===== src/rtl/core/wtra_pkg.sv =====
`timescale 1ns / 1ps

package wtra_pkg;

    // operation codes carried in tuser
    localparam logic [1:0] OP_LOAD    = 2'd0;
    localparam logic [1:0] OP_ADD_MS  = 2'd1;
    localparam logic [1:0] OP_ADD_MIN = 2'd2;
    localparam logic [1:0] OP_HOLD    = 2'd3;

    // register indexes on the config port
    localparam logic CFG_TARGET = 1'b0;
    localparam logic CFG_MARGIN = 1'b1;

    localparam longint MS_PER_DAY   = 86400000;
    localparam longint MIN_PER_DAY  = 24 * 60;
    localparam longint MS_PER_MIN   = 60000;
    localparam longint MS_PER_SEC   = 1000;
    localparam longint MIN_PER_HOUR = 60;
    localparam longint HM_SCALE     = 100;
    localparam longint HM_GAP       = HM_SCALE - MIN_PER_HOUR;
    localparam longint DAYS_WEEK    = 7;
    localparam longint DAY_MAX      = DAYS_WEEK - 1;

    // amount is rebiased to unsigned: x = amount + 2^31 + bias, floor(amount/L) = x/L - (K+1)
    localparam longint AMT_HALF  = 64'sd2147483648;
    localparam longint KD_MS     = AMT_HALF / MS_PER_DAY;
    localparam longint KD_MIN    = AMT_HALF / MIN_PER_DAY;
    localparam longint BIAS_MS_L = MS_PER_DAY - (AMT_HALF - KD_MS * MS_PER_DAY);
    localparam longint BIAS_MN_L = MIN_PER_DAY - (AMT_HALF - KD_MIN * MIN_PER_DAY);

    localparam logic [32:0] BIAS_MS  = 33'(BIAS_MS_L);
    localparam logic [32:0] BIAS_MIN = 33'(BIAS_MN_L);
    localparam logic [3:0] DAY_BACK_MS  = 4'(DAYS_WEEK - ((KD_MS + 1) % DAYS_WEEK));
    localparam logic [3:0] DAY_BACK_MIN = 4'(DAYS_WEEK - ((KD_MIN + 1) % DAYS_WEEK));

    // reciprocal estimates (low side) for the day split
    localparam int XSH_MS  = 20;
    localparam int QSH_MS  = 20;
    localparam int XSH_MIN = 10;
    localparam int QSH_MIN = 26;
    localparam logic [25:0] RCP_MS  = 26'((64'sd1 <<< (XSH_MS + QSH_MS)) / MS_PER_DAY);
    localparam logic [25:0] RCP_MIN = 26'((64'sd1 <<< (XSH_MIN + QSH_MIN)) / MIN_PER_DAY);

    // ms of day -> minutes (estimate, then one fix-up)
    localparam int RSH_MPM = 14;
    localparam int QSH_MPM = 20;
    localparam logic [18:0] RCP_MPM = 19'((64'sd1 <<< (RSH_MPM + QSH_MPM)) / MS_PER_MIN);

    // exact small-range divides (rounded-up reciprocals)
    localparam int HM_SH   = 19;
    localparam int HOUR_SH = 16;
    localparam int SEC_SH  = 26;
    localparam logic [12:0] RCP_HM   = 13'(((64'sd1 <<< HM_SH) + HM_SCALE - 1) / HM_SCALE);
    localparam logic [10:0] RCP_HOUR =
        11'(((64'sd1 <<< HOUR_SH) + MIN_PER_HOUR - 1) / MIN_PER_HOUR);
    localparam logic [16:0] RCP_SEC  = 17'(((64'sd1 <<< SEC_SH) + MS_PER_SEC - 1) / MS_PER_SEC);

    typedef struct packed {
        logic [11:0]        load_hour_minute;
        logic [2:0]         load_day;
        logic signed [31:0] amount;
    } in_item_t;

    typedef struct packed {
        logic        at_target;
        logic [9:0]  millisecond;
        logic [5:0]  second;
        logic [11:0] packed_hour_minute;
        logic [5:0]  minute;
        logic [4:0]  hour;
        logic [2:0]  weekday;
    } result_t;

    // state-independent part of one update
    typedef struct packed {
        logic        load;
        logic [2:0]  day;
        logic [2:0]  dday;
        logic [11:0] add_min;
        logic [15:0] add_sub;
    } delta_t;

    // time of week: minute of day and ms within the minute
    typedef struct packed {
        logic [2:0]  day;
        logic [10:0] min;
        logic [15:0] sub;
    } tod_t;

endpackage


===== src/rtl/core/wtra_delta.sv =====
`timescale 1ns / 1ps

module wtra_delta (
    input  logic               clk,
    input  logic               rst_n,
    input  logic               in_valid,
    output logic               in_ready,
    input  logic [1:0]         opcode,
    input  logic signed [31:0] amount,
    input  logic [2:0]         load_day,
    input  logic [11:0]        load_hour_minute,
    output logic               out_valid,
    input  logic               out_ready,
    output wtra_pkg::delta_t   delta
);

    logic [8:1] vld_reg;
    logic [8:1] rdy;

    logic [1:0]  op_reg [1:7];
    logic [2:0]  lday_reg [2:7];
    logic [11:0] lm_reg [3:7];
    logic [26:0] r_reg [5:7];
    logic [2:0]  dday_reg [6:7];
    logic [10:0] qm_reg [6:7];

    logic [31:0] amt1_reg;
    logic [2:0]  lday1_reg;
    logic [11:0] lhm1_reg;
    logic [32:0] x2_reg;
    logic [5:0]  hl2_reg;
    logic [11:0] lhm2_reg;
    logic [32:0] x3_reg;
    logic [22:0] qe3_reg;
    logic [22:0] qe4_reg;
    logic [27:0] r4_reg;
    logic [22:0] q5_reg;
    logic [16:0] sub7_reg;
    wtra_pkg::delta_t delta_reg;

    logic [31:0] a_flip;
    logic [32:0] x2_next;
    logic [24:0] hm_prod;
    logic [5:0]  hl2_next;
    logic [2:0]  lday2_next;
    logic [22:0] xt3;
    logic [25:0] rcp3;
    logic [48:0] qprod;
    logic [22:0] qe3_next;
    logic [11:0] lm3_next;
    logic [27:0] len3;
    logic [50:0] lprod;
    logic [27:0] r4_next;
    logic [27:0] len4;
    logic        ge4;
    logic [26:0] r5_next;
    logic [22:0] q5_next;
    logic [2:0]  m7;
    logic [3:0]  dsum;
    logic [2:0]  dday6_next;
    logic [31:0] mprod;
    logic [10:0] qm6_next;
    logic [16:0] sub7_next;
    logic        ge7;
    logic [15:0] sub_fix;
    logic [11:0] qm_fix;
    wtra_pkg::delta_t delta_next;

    // residue mod 7 by folding octal digits (8 = 1 mod 7)
    function automatic logic [2:0] mod7(input logic [22:0] v);
        logic [23:0] w;
        logic [5:0]  s;
        logic [3:0]  t;
        logic [2:0]  res;
        w = {1'b0, v};
        s = '0;
        for (int i = 0; i < 8; i++) begin
            s = s + 6'(w[3*i +: 3]);
        end
        t = 4'(s[5:3]) + 4'(s[2:0]);
        priority if (t >= 4'(2 * wtra_pkg::DAYS_WEEK))
            res = 3'(t - 4'(2 * wtra_pkg::DAYS_WEEK));
        else if (t >= 4'(wtra_pkg::DAYS_WEEK))
            res = 3'(t - 4'(wtra_pkg::DAYS_WEEK));
        else
            res = 3'(t);
        return res;
    endfunction

    always_comb
    begin
        rdy[8] = !vld_reg[8] || out_ready;
        for (int k = 7; k >= 1; k--) begin
            rdy[k] = !vld_reg[k] || rdy[k+1];
        end
    end

    assign in_ready  = rdy[1];
    assign out_valid = vld_reg[8];
    assign delta     = delta_reg;

    always_ff @(posedge clk or negedge rst_n)
    begin
        if (!rst_n) begin
            vld_reg <= '0;
        end else begin
            if (rdy[1]) begin
                vld_reg[1] <= in_valid;
            end
            for (int k = 2; k <= 8; k++) begin
                if (rdy[k]) begin
                    vld_reg[k] <= vld_reg[k-1];
                end
            end
        end
    end

    // stage 2: rebias amount, split load time into hours
    always_comb
    begin
        a_flip     = {~amt1_reg[31], amt1_reg[30:0]};
        x2_next    = {1'b0, a_flip} +
                     ((op_reg[1] == wtra_pkg::OP_ADD_MIN) ? wtra_pkg::BIAS_MIN
                                                         : wtra_pkg::BIAS_MS);
        hm_prod    = 25'(lhm1_reg) * 25'(wtra_pkg::RCP_HM);
        hl2_next   = 6'(hm_prod >> wtra_pkg::HM_SH);
        lday2_next = (lday1_reg > 3'(wtra_pkg::DAY_MAX)) ? 3'd0 : lday1_reg;
    end

    // stage 3: day-count estimate, load minutes
    always_comb
    begin
        if (op_reg[2] == wtra_pkg::OP_ADD_MIN) begin
            xt3  = 23'(x2_reg >> wtra_pkg::XSH_MIN);
            rcp3 = wtra_pkg::RCP_MIN;
        end else begin
            xt3  = 23'(x2_reg >> wtra_pkg::XSH_MS);
            rcp3 = wtra_pkg::RCP_MS;
        end
        qprod = 49'(xt3) * 49'(rcp3);
        if (op_reg[2] == wtra_pkg::OP_ADD_MIN)
            qe3_next = 23'(qprod >> wtra_pkg::QSH_MIN);
        else
            qe3_next = 23'(qprod >> wtra_pkg::QSH_MS);
        lm3_next = lhm2_reg - 12'(hl2_reg) * 12'(wtra_pkg::HM_GAP);
    end

    // stage 4: remainder, lies in 0 .. 2*len-1
    always_comb
    begin
        len3    = (op_reg[3] == wtra_pkg::OP_ADD_MIN) ? 28'(wtra_pkg::MIN_PER_DAY)
                                                      : 28'(wtra_pkg::MS_PER_DAY);
        lprod   = 51'(qe3_reg) * 51'(len3);
        r4_next = 28'(x3_reg - 33'(lprod));
    end

    // stage 5: one fix-up
    always_comb
    begin
        len4    = (op_reg[4] == wtra_pkg::OP_ADD_MIN) ? 28'(wtra_pkg::MIN_PER_DAY)
                                                      : 28'(wtra_pkg::MS_PER_DAY);
        ge4     = (r4_reg >= len4);
        r5_next = 27'(ge4 ? (r4_reg - len4) : r4_reg);
        q5_next = qe4_reg + 23'(ge4);
    end

    // stage 6: weekday shift, minute estimate of the ms remainder
    always_comb
    begin
        m7   = mod7(q5_reg);
        dsum = 4'(m7) + ((op_reg[5] == wtra_pkg::OP_ADD_MIN) ? wtra_pkg::DAY_BACK_MIN
                                                             : wtra_pkg::DAY_BACK_MS);
        dday6_next = 3'((dsum >= 4'(wtra_pkg::DAYS_WEEK)) ?
                        (dsum - 4'(wtra_pkg::DAYS_WEEK)) : dsum);
        mprod    = 32'(r_reg[5] >> wtra_pkg::RSH_MPM) * 32'(wtra_pkg::RCP_MPM);
        qm6_next = 11'(mprod >> wtra_pkg::QSH_MPM);
    end

    // stage 7: ms within minute, lies in 0 .. 2*60000-1
    assign sub7_next = 17'(r_reg[6] - 27'(qm_reg[6]) * 27'(wtra_pkg::MS_PER_MIN));

    // stage 8: fix-up and build the delta
    always_comb
    begin
        ge7     = (sub7_reg >= 17'(wtra_pkg::MS_PER_MIN));
        sub_fix = 16'(ge7 ? (sub7_reg - 17'(wtra_pkg::MS_PER_MIN)) : sub7_reg);
        qm_fix  = 12'(qm_reg[7]) + 12'(ge7);
        delta_next = '0;
        unique case (op_reg[7])
            wtra_pkg::OP_LOAD:
            begin
                delta_next.load    = 1'b1;
                delta_next.day     = lday_reg[7];
                delta_next.add_min = lm_reg[7];
            end
            wtra_pkg::OP_ADD_MS:
            begin
                delta_next.dday    = dday_reg[7];
                delta_next.add_min = qm_fix;
                delta_next.add_sub = sub_fix;
            end
            wtra_pkg::OP_ADD_MIN:
            begin
                delta_next.dday    = dday_reg[7];
                delta_next.add_min = 12'(r_reg[7][10:0]);
            end
            default:
            begin
                delta_next = '0;
            end
        endcase
    end

    always_ff @(posedge clk)
    begin
        if (rdy[1]) begin
            op_reg[1] <= opcode;
            amt1_reg  <= amount;
            lday1_reg <= load_day;
            lhm1_reg  <= load_hour_minute;
        end
        for (int k = 2; k <= 7; k++) begin
            if (rdy[k]) begin
                op_reg[k] <= op_reg[k-1];
            end
        end
        if (rdy[2]) begin
            x2_reg      <= x2_next;
            hl2_reg     <= hl2_next;
            lhm2_reg    <= lhm1_reg;
            lday_reg[2] <= lday2_next;
        end
        for (int k = 3; k <= 7; k++) begin
            if (rdy[k]) begin
                lday_reg[k] <= lday_reg[k-1];
            end
        end
        if (rdy[3]) begin
            x3_reg    <= x2_reg;
            qe3_reg   <= qe3_next;
            lm_reg[3] <= lm3_next;
        end
        for (int k = 4; k <= 7; k++) begin
            if (rdy[k]) begin
                lm_reg[k] <= lm_reg[k-1];
            end
        end
        if (rdy[4]) begin
            r4_reg  <= r4_next;
            qe4_reg <= qe3_reg;
        end
        if (rdy[5]) begin
            r_reg[5] <= r5_next;
            q5_reg   <= q5_next;
        end
        if (rdy[6]) begin
            r_reg[6]    <= r_reg[5];
            dday_reg[6] <= dday6_next;
            qm_reg[6]   <= qm6_next;
        end
        if (rdy[7]) begin
            r_reg[7]    <= r_reg[6];
            dday_reg[7] <= dday_reg[6];
            qm_reg[7]   <= qm_reg[6];
            sub7_reg    <= sub7_next;
        end
        if (rdy[8]) begin
            delta_reg <= delta_next;
        end
    end

endmodule


===== src/rtl/core/wtra_state.sv =====
`timescale 1ns / 1ps

module wtra_state (
    input  logic             clk,
    input  logic             rst_n,
    input  logic             in_valid,
    output logic             in_ready,
    input  wtra_pkg::delta_t delta,
    output logic             out_valid,
    input  logic             out_ready,
    output wtra_pkg::tod_t   tod
);

    logic           vld_reg;
    logic           rdy;
    wtra_pkg::tod_t tod_reg;
    wtra_pkg::tod_t tod_next;
    wtra_pkg::tod_t base;
    logic [16:0]    sub_sum;
    logic           c_sub;
    logic [11:0]    min_sum;
    logic           c_min;
    logic [3:0]     day_sum;

    assign rdy       = !vld_reg || out_ready;
    assign in_ready  = rdy;
    assign out_valid = vld_reg;
    assign tod       = tod_reg;

    always_comb
    begin
        if (delta.load) begin
            base.day = delta.day;
            base.min = '0;
            base.sub = '0;
        end else begin
            base = tod_reg;
        end
        sub_sum = 17'(base.sub) + 17'(delta.add_sub);
        c_sub   = (sub_sum >= 17'(wtra_pkg::MS_PER_MIN));
        tod_next.sub = 16'(c_sub ? (sub_sum - 17'(wtra_pkg::MS_PER_MIN)) : sub_sum);
        min_sum = 12'(base.min) + delta.add_min + 12'(c_sub);
        c_min   = (min_sum >= 12'(wtra_pkg::MIN_PER_DAY));
        tod_next.min = 11'(c_min ? (min_sum - 12'(wtra_pkg::MIN_PER_DAY)) : min_sum);
        day_sum = 4'(base.day) + 4'(delta.dday) + 4'(c_min);
        tod_next.day = 3'((day_sum >= 4'(wtra_pkg::DAYS_WEEK)) ?
                          (day_sum - 4'(wtra_pkg::DAYS_WEEK)) : day_sum);
    end

    always_ff @(posedge clk or negedge rst_n)
    begin
        if (!rst_n) begin
            vld_reg <= 1'b0;
            tod_reg <= '0;
        end else if (rdy) begin
            vld_reg <= in_valid;
            if (in_valid) begin
                tod_reg <= tod_next;
            end
        end
    end

endmodule


===== src/rtl/core/wtra_fmt.sv =====
`timescale 1ns / 1ps

module wtra_fmt (
    input  logic              clk,
    input  logic              rst_n,
    input  logic              in_valid,
    output logic              in_ready,
    input  wtra_pkg::tod_t    tod,
    input  logic [11:0]       target_hm,
    input  logic [10:0]       margin_minutes,
    output logic              out_valid,
    input  logic              out_ready,
    output wtra_pkg::result_t result
);

    logic [2:1] vld_reg;
    logic [2:1] rdy;

    logic [5:0]  tgt_h_reg;
    logic [11:0] tgt_min_reg;
    logic [24:0] tgt_prod;

    logic [2:0]  day1_reg;
    logic [10:0] min1_reg;
    logic [15:0] sub1_reg;
    logic [4:0]  h1_reg;
    logic [5:0]  sec1_reg;
    logic [21:0] h_prod;
    logic [32:0] s_prod;

    logic [11:0] diff;
    wtra_pkg::result_t res_reg;
    wtra_pkg::result_t res_next;

    assign rdy[2]    = !vld_reg[2] || out_ready;
    assign rdy[1]    = !vld_reg[1] || rdy[2];
    assign in_ready  = rdy[1];
    assign out_valid = vld_reg[2];
    assign result    = res_reg;

    always_ff @(posedge clk or negedge rst_n)
    begin
        if (!rst_n) begin
            vld_reg <= '0;
        end else begin
            if (rdy[1]) begin
                vld_reg[1] <= in_valid;
            end
            if (rdy[2]) begin
                vld_reg[2] <= vld_reg[1];
            end
        end
    end

    // target in minutes of day, via the tgt_h_reg then tgt_min_reg registers after a write
    assign tgt_prod = 25'(target_hm) * 25'(wtra_pkg::RCP_HM);

    always_ff @(posedge clk)
    begin
        tgt_h_reg   <= 6'(tgt_prod >> wtra_pkg::HM_SH);
        tgt_min_reg <= target_hm - 12'(tgt_h_reg) * 12'(wtra_pkg::HM_GAP);
    end

    assign h_prod = 22'(tod.min) * 22'(wtra_pkg::RCP_HOUR);
    assign s_prod = 33'(tod.sub) * 33'(wtra_pkg::RCP_SEC);

    always_comb
    begin
        res_next.weekday            = day1_reg;
        res_next.hour               = h1_reg;
        res_next.minute             =
            6'(min1_reg - 11'(h1_reg) * 11'(wtra_pkg::MIN_PER_HOUR));
        res_next.packed_hour_minute =
            12'(min1_reg) + 12'(h1_reg) * 12'(wtra_pkg::HM_GAP);
        res_next.second             = sec1_reg;
        res_next.millisecond        =
            10'(sub1_reg - 16'(sec1_reg) * 16'(wtra_pkg::MS_PER_SEC));
        diff = 12'(min1_reg) - tgt_min_reg;
        res_next.at_target = (12'(min1_reg) >= tgt_min_reg) &&
                             (diff <= 12'(margin_minutes));
    end

    always_ff @(posedge clk)
    begin
        if (rdy[1]) begin
            day1_reg <= tod.day;
            min1_reg <= tod.min;
            sub1_reg <= tod.sub;
            h1_reg   <= 5'(h_prod >> wtra_pkg::HOUR_SH);
            sec1_reg <= 6'(s_prod >> wtra_pkg::SEC_SH);
        end
        if (rdy[2]) begin
            res_reg <= res_next;
        end
    end

endmodule


===== src/rtl/core/weekly_time_register_adder_unit.sv =====
// Throughput: one beat per cycle while the output is ready; every stage holds
// one beat and moves on when the next stage is free, so bubbles close up under
// output stalls.
// The time state is one register, updated from a precomputed day/minute split.
// Reset: pipeline empty, time at Sunday 00:00:00.000, target and margin zero.
`timescale 1ns / 1ps

module weekly_time_register_adder_unit (
    input  logic        clk,
    input  logic        rst_n,
    input  logic        s_axis_tvalid,
    output logic        s_axis_tready,
    input  logic [47:0] s_axis_tdata,   // amount, load_day, load_hour_minute
    input  logic [1:0]  s_axis_tuser,   // opcode
    output logic        m_axis_tvalid,
    input  logic        m_axis_tready,
    output logic [47:0] m_axis_tdata,   // weekday, hour, minute, packed_hour_minute,
                                        // second, millisecond, at_target
    input  logic        cfg_we,
    input  logic        cfg_addr,
    input  logic [11:0] cfg_wdata
);

    logic [11:0] target_reg;
    logic [10:0] margin_reg;

    wtra_pkg::in_item_t in_item;
    wtra_pkg::delta_t   delta;
    wtra_pkg::tod_t     tod;
    wtra_pkg::result_t  result;

    logic delta_valid;
    logic delta_ready;
    logic tod_valid;
    logic tod_ready;

    assign in_item = wtra_pkg::in_item_t'(s_axis_tdata[46:0]);

    always_ff @(posedge clk or negedge rst_n)
    begin
        if (!rst_n) begin
            target_reg <= '0;
            margin_reg <= '0;
        end else if (cfg_we) begin
            unique case (cfg_addr)
                wtra_pkg::CFG_TARGET: target_reg <= cfg_wdata;
                wtra_pkg::CFG_MARGIN: margin_reg <= cfg_wdata[10:0];
                default:              target_reg <= target_reg;
            endcase
        end
    end

    wtra_delta u_delta (
        .clk              (clk),
        .rst_n            (rst_n),
        .in_valid         (s_axis_tvalid),
        .in_ready         (s_axis_tready),
        .opcode           (s_axis_tuser),
        .amount           (in_item.amount),
        .load_day         (in_item.load_day),
        .load_hour_minute (in_item.load_hour_minute),
        .out_valid        (delta_valid),
        .out_ready        (delta_ready),
        .delta            (delta)
    );

    wtra_state u_state (
        .clk       (clk),
        .rst_n     (rst_n),
        .in_valid  (delta_valid),
        .in_ready  (delta_ready),
        .delta     (delta),
        .out_valid (tod_valid),
        .out_ready (tod_ready),
        .tod       (tod)
    );

    wtra_fmt u_fmt (
        .clk            (clk),
        .rst_n          (rst_n),
        .in_valid       (tod_valid),
        .in_ready       (tod_ready),
        .tod            (tod),
        .target_hm      (target_reg),
        .margin_minutes (margin_reg),
        .out_valid      (m_axis_tvalid),
        .out_ready      (m_axis_tready),
        .result         (result)
    );

    assign m_axis_tdata = {5'b0, result};

endmodule


===== config.mk =====
export PLATFORM = sky130hd
export DESIGN_NAME = weekly_time_register_adder_unit
export DESIGN_NICKNAME = d
export VERILOG_FILES = /design/src/rtl/core/wtra_pkg.sv /design/src/rtl/core/wtra_delta.sv /design/src/rtl/core/wtra_state.sv /design/src/rtl/core/wtra_fmt.sv /design/src/rtl/core/weekly_time_register_adder_unit.sv
export SDC_FILE = /design/constraint.sdc
export NUM_CORES = 2
export LEC_CHECK = 0
export BUFFER_PORTS_ARGS = -buffer_cell sky130_fd_sc_hd__buf_2
export CORE_MARGIN = 1.5
export CORE_UTILIZATION = 59
export CTS_CLUSTER_SIZE = 16
export DETAILED_ROUTE_END_ITERATION = 12
export HOLD_SLACK_MARGIN = 0.12
export PLACE_DENSITY_LB_ADDON = 0.15
export SYNTH_ARGS = -nofsm -noshare
export SYNTH_HDL_FRONTEND = slang
export SYNTH_SLANG_ARGS = --single-unit

===== constraint.sdc =====
create_clock -name clk -period 7.75 [get_ports clk]
set_input_delay 0.3875 -clock clk [delete_from_list [all_inputs] [get_ports clk]]
set_output_delay 0.3875 -clock clk [all_outputs]
set_load 0.02 [all_outputs]

==> results.py <==
metrics = {
    "synth": {
        "ys_warn_count": 0,
        "synth_area_leader_cell": "edfxtp_1",
        "synth_cell_types": 92,
        "synthTopCellsByArea": "edfxtp_1 (26%), ha_1 (23%), fa_1 (22%)",
        "syn_avg_cell_area_sq_um": 11.3,
        "ys.flop_type": "edfxtp_1",
        "postSynthCellCount": 5326,
        "synth_common_cells": "inv_1 (1,155), ha_1 (1,090), fa_1 (645)",
        "yosysMostFrequentCell": "inv_1",
        "synth-seq-cells": 603,
        "synth_edf_count": 521,
        "ys_seq_area_frac": 0.293,
        "synthesis.area_sq_um": 60000,
        "async_flop_share": 0.106,
        "synth_top_area_frac": 0.261,
    },
    "placed_design": {
        "place_ws_ns": 0.0880,
        "hpwl_mm": 101,
        "numPortBuffers": 111,
        "gp_congestion": 0.951,
    },
    "setup_path": {
        "regToRegSetupSlack_ns": 0.23,
        "crit_fanout": 12,
        "critPathRequiredTime_ns": 8.12,
        "end_kind": "register",
        "crit_path_start": "u_delta.op_reg[2][1]",
        "worst-setup-path-type": "register to register",
        "arrival_ns": 7.89,
        "r2r_cells": 21,
        "crit-reg2reg-capture": "u_delta.qe3_reg[20]",
        "rr_startpoint": "u_delta.op_reg[2][1]",
        "crit_path_end": "u_delta.qe3_reg[20]",
        "start_kind": "register",
    },
    "clock_tree": {
        "cts_tree": "built",
        "clk_pin_slew_ns": 0.06,
        "root_buffer": "clkbuf_16",
        "cts.sinks": 603,
        "htreeDepth": 3,
        "numCtsBuffers": 67,
        "clk_latency_ns": 0.63,
        "cts_max_path_buffers": 3,
    },
    "sta": {
        "tightest_slew_ns": 1.13,
        "hold_viol": 0,
        "slew_viol_final": 0,
        "finalSetupViolCount": 0,
        "post-route-min-period_ns": 7.52,
        "worst_slack_ns": 0.232,
        "hold_ws_ns": 0.275,
        "max_slew_margin": 0.242,
        "fmax_ghz": 0.133,
        "fin_skew_ns": 0.0156,
        "min_period_over_period": 0.970,
    },
    "finish": {
        "area_growth_pct": 9.78,
        "antenna_cells": 0,
        "final_nets": 7453,
        "drive_above_1_share": 0.0698,
        "largest_reg_flops": 60,
        "fin_util": 0.656,
    },
    "floorplan": {
        "ios": 118,
        "die_w_microns": 322,
        "die_h_microns": 322,
        "core-area_sq_um": 100000,
        "row_count": 116,
        "initial_utilization": 0.597,
        "die_area_sq_um": 104000,
    },
    "run_status": {
        "status": "finished clean",
    },
    "drt": {
        "routed_wl_mm": 119,
        "drtAntennaViolNets": 0,
        "drt_iter0_markers": 1752,
        "post-route-drc-count": 0,
        "vias": 37200,
        "first_pass_iters": 6,
        "wl_per_cell_microns": 16.9,
        "vias_per_cell": 5.27,
    },
    "global_route": {
        "grt_pass1_vias": 38800,
        "grt_pass1_wl_mm": 196,
        "antenna_found_initial": 0,
        "grt_overflow": 0,
        "grt_max_degree": 70,
        "track_usage": 0.239,
    },
    "run": {
        "max-cap-violations": 0,
    },
    "hold_path": {
        "holdCritPathClass": "input pin to register",
    },
}
==> area by class of cell <==
type | count | area, sq um
clock buffers | 83 | 1820
clock inverters | 38 | 443
fillers | 7935 | 34600
inverters | 1155 | 4340
multi-input cells | 3561 | 38100
flip-flops and latches | 603 | 17600
well taps | 1357 | 1700
repair buffers | 262 | 1860
==> cells by family (layout without fill, tap and decap cells) <==
kind of cell               after synthesis  in the layout  share of synthesized area
adders and majority gates             1735           1735                      0.443
buffers and inverters                 1218           1538                     0.0767
and+or+nand+nor                        812            813                     0.0665
AOI/OAI and AO/OA                      622            622                     0.0704
DFF                                    603            603                      0.293
xor gates and xnor gates               295            295                     0.0432
muxes                                   39             39                    0.00713
other                                    2             57                   0.000125
==> how the worst min path moves through the flow <==
stage,from,endpoint,cells after the start
2_1_floorplan,rst_n,margin_reg[0],0
3_3_place_gp,rst_n,u_delta.vld_reg[4],1
3_5_place_dp,rst_n,u_delta.vld_reg[4],1
4_1_cts,cfg_addr,target_reg[3],5
5_1_grt,cfg_addr,target_reg[3],5
6_report,cfg_addr,target_reg[3],5
==> layer usage <==
metal | global-route usage | part of all wire | wire length (microns)
met1 | 0.310 | 0.44 | 52500
met2 | 0.415 | 0.49 | 58300
met3 | 0.0321 | 0.041 | 4860
met4 | 0.0748 | 0.032 | 3810
met5 | 0 | 0 | 0
==> critical path, stage by stage, from the launching register on <==
cell and delay, ns:
edfxtp_1 0.49, nor2b_4 0.33, buf_6 0.21, and2_1 0.26, fa_1 0.45, inv_1 0.08, fa_1 0.40, inv_1 0.08
fa_1 0.45, fa_1 0.52, fa_1 0.52, fa_1 0.53, fa_1 0.51, ha_1 0.39, and3_1 0.20, nand2_1 0.13
a2111oi_1 0.08, or4b_4 0.60, o21a_4 0.27, or4_1 0.50, o2111ai_1 0.13, o31ai_1 0.11
==> metrics by stage <==
stage,cell area (sq um),setup TNS (ns),cells
2_1_floorplan,60200,0,5381
3_3_place_gp,62800,0,6867
3_5_place_dp,62800,0,6867
4_1_cts,65800,0,7053
5_1_grt,65900,-0.000593,7059
6_report,65900,0,7059
==> placed cells by master (no fill, tap or decap), types with 11 or more instances in the layout <==
cell type | synthesis | final
mux2_2 | 30 | 30
o21ai_0 | 108 | 106
nor2b_1 | 59 | 58
a31oi_1 | 14 | 14
a21o_1 | 92 | 92
or3_1 | 17 | 17
o21bai_1 | 17 | 16
nand4_1 | 25 | 25
nand3_1 | 64 | 62
a21oi_1 | 171 | 170
a21boi_0 | 16 | 16
fa_1 | 645 | 645
xnor2_1 | 204 | 204
nor2_1 | 174 | 174
o21a_1 | 26 | 26
edfxtp_1 | 521 | 521
a211oi_1 | 27 | 27
dfxtp_1 | 18 | 18
nor3_1 | 47 | 46
inv_1 | 1155 | 1150
o22ai_1 | 11 | 11
dlygate4sd3_1 | 0 | 65
nand2_1 | 229 | 224
a211o_1 | 14 | 14
a222oi_1 | 11 | 11
or2_2 | 18 | 17
xor2_1 | 90 | 90
ha_1 | 1090 | 1088
o31ai_1 | 11 | 11
buf_4 | 7 | 86
and2_1 | 63 | 62
conb_1 | 2 | 57
o211ai_1 | 17 | 17
nor4_1 | 16 | 16
nand2b_1 | 42 | 41
buf_2 | 3 | 110
and3_1 | 28 | 28
clkbuf_16 | 0 | 67
dfrtp_1 | 64 | 64
==> what timing repair did <==
action	in CTS	in global routing
hold buffers	65	0
resized for setup	0	20
setup buffers	0	5
hold endpoints to repair	138	0
endpoints found under the setup margin	0	12
Power is not shown: default switching activity piles up to over one toggle a cycle in this logic, so the estimate is an artifact.
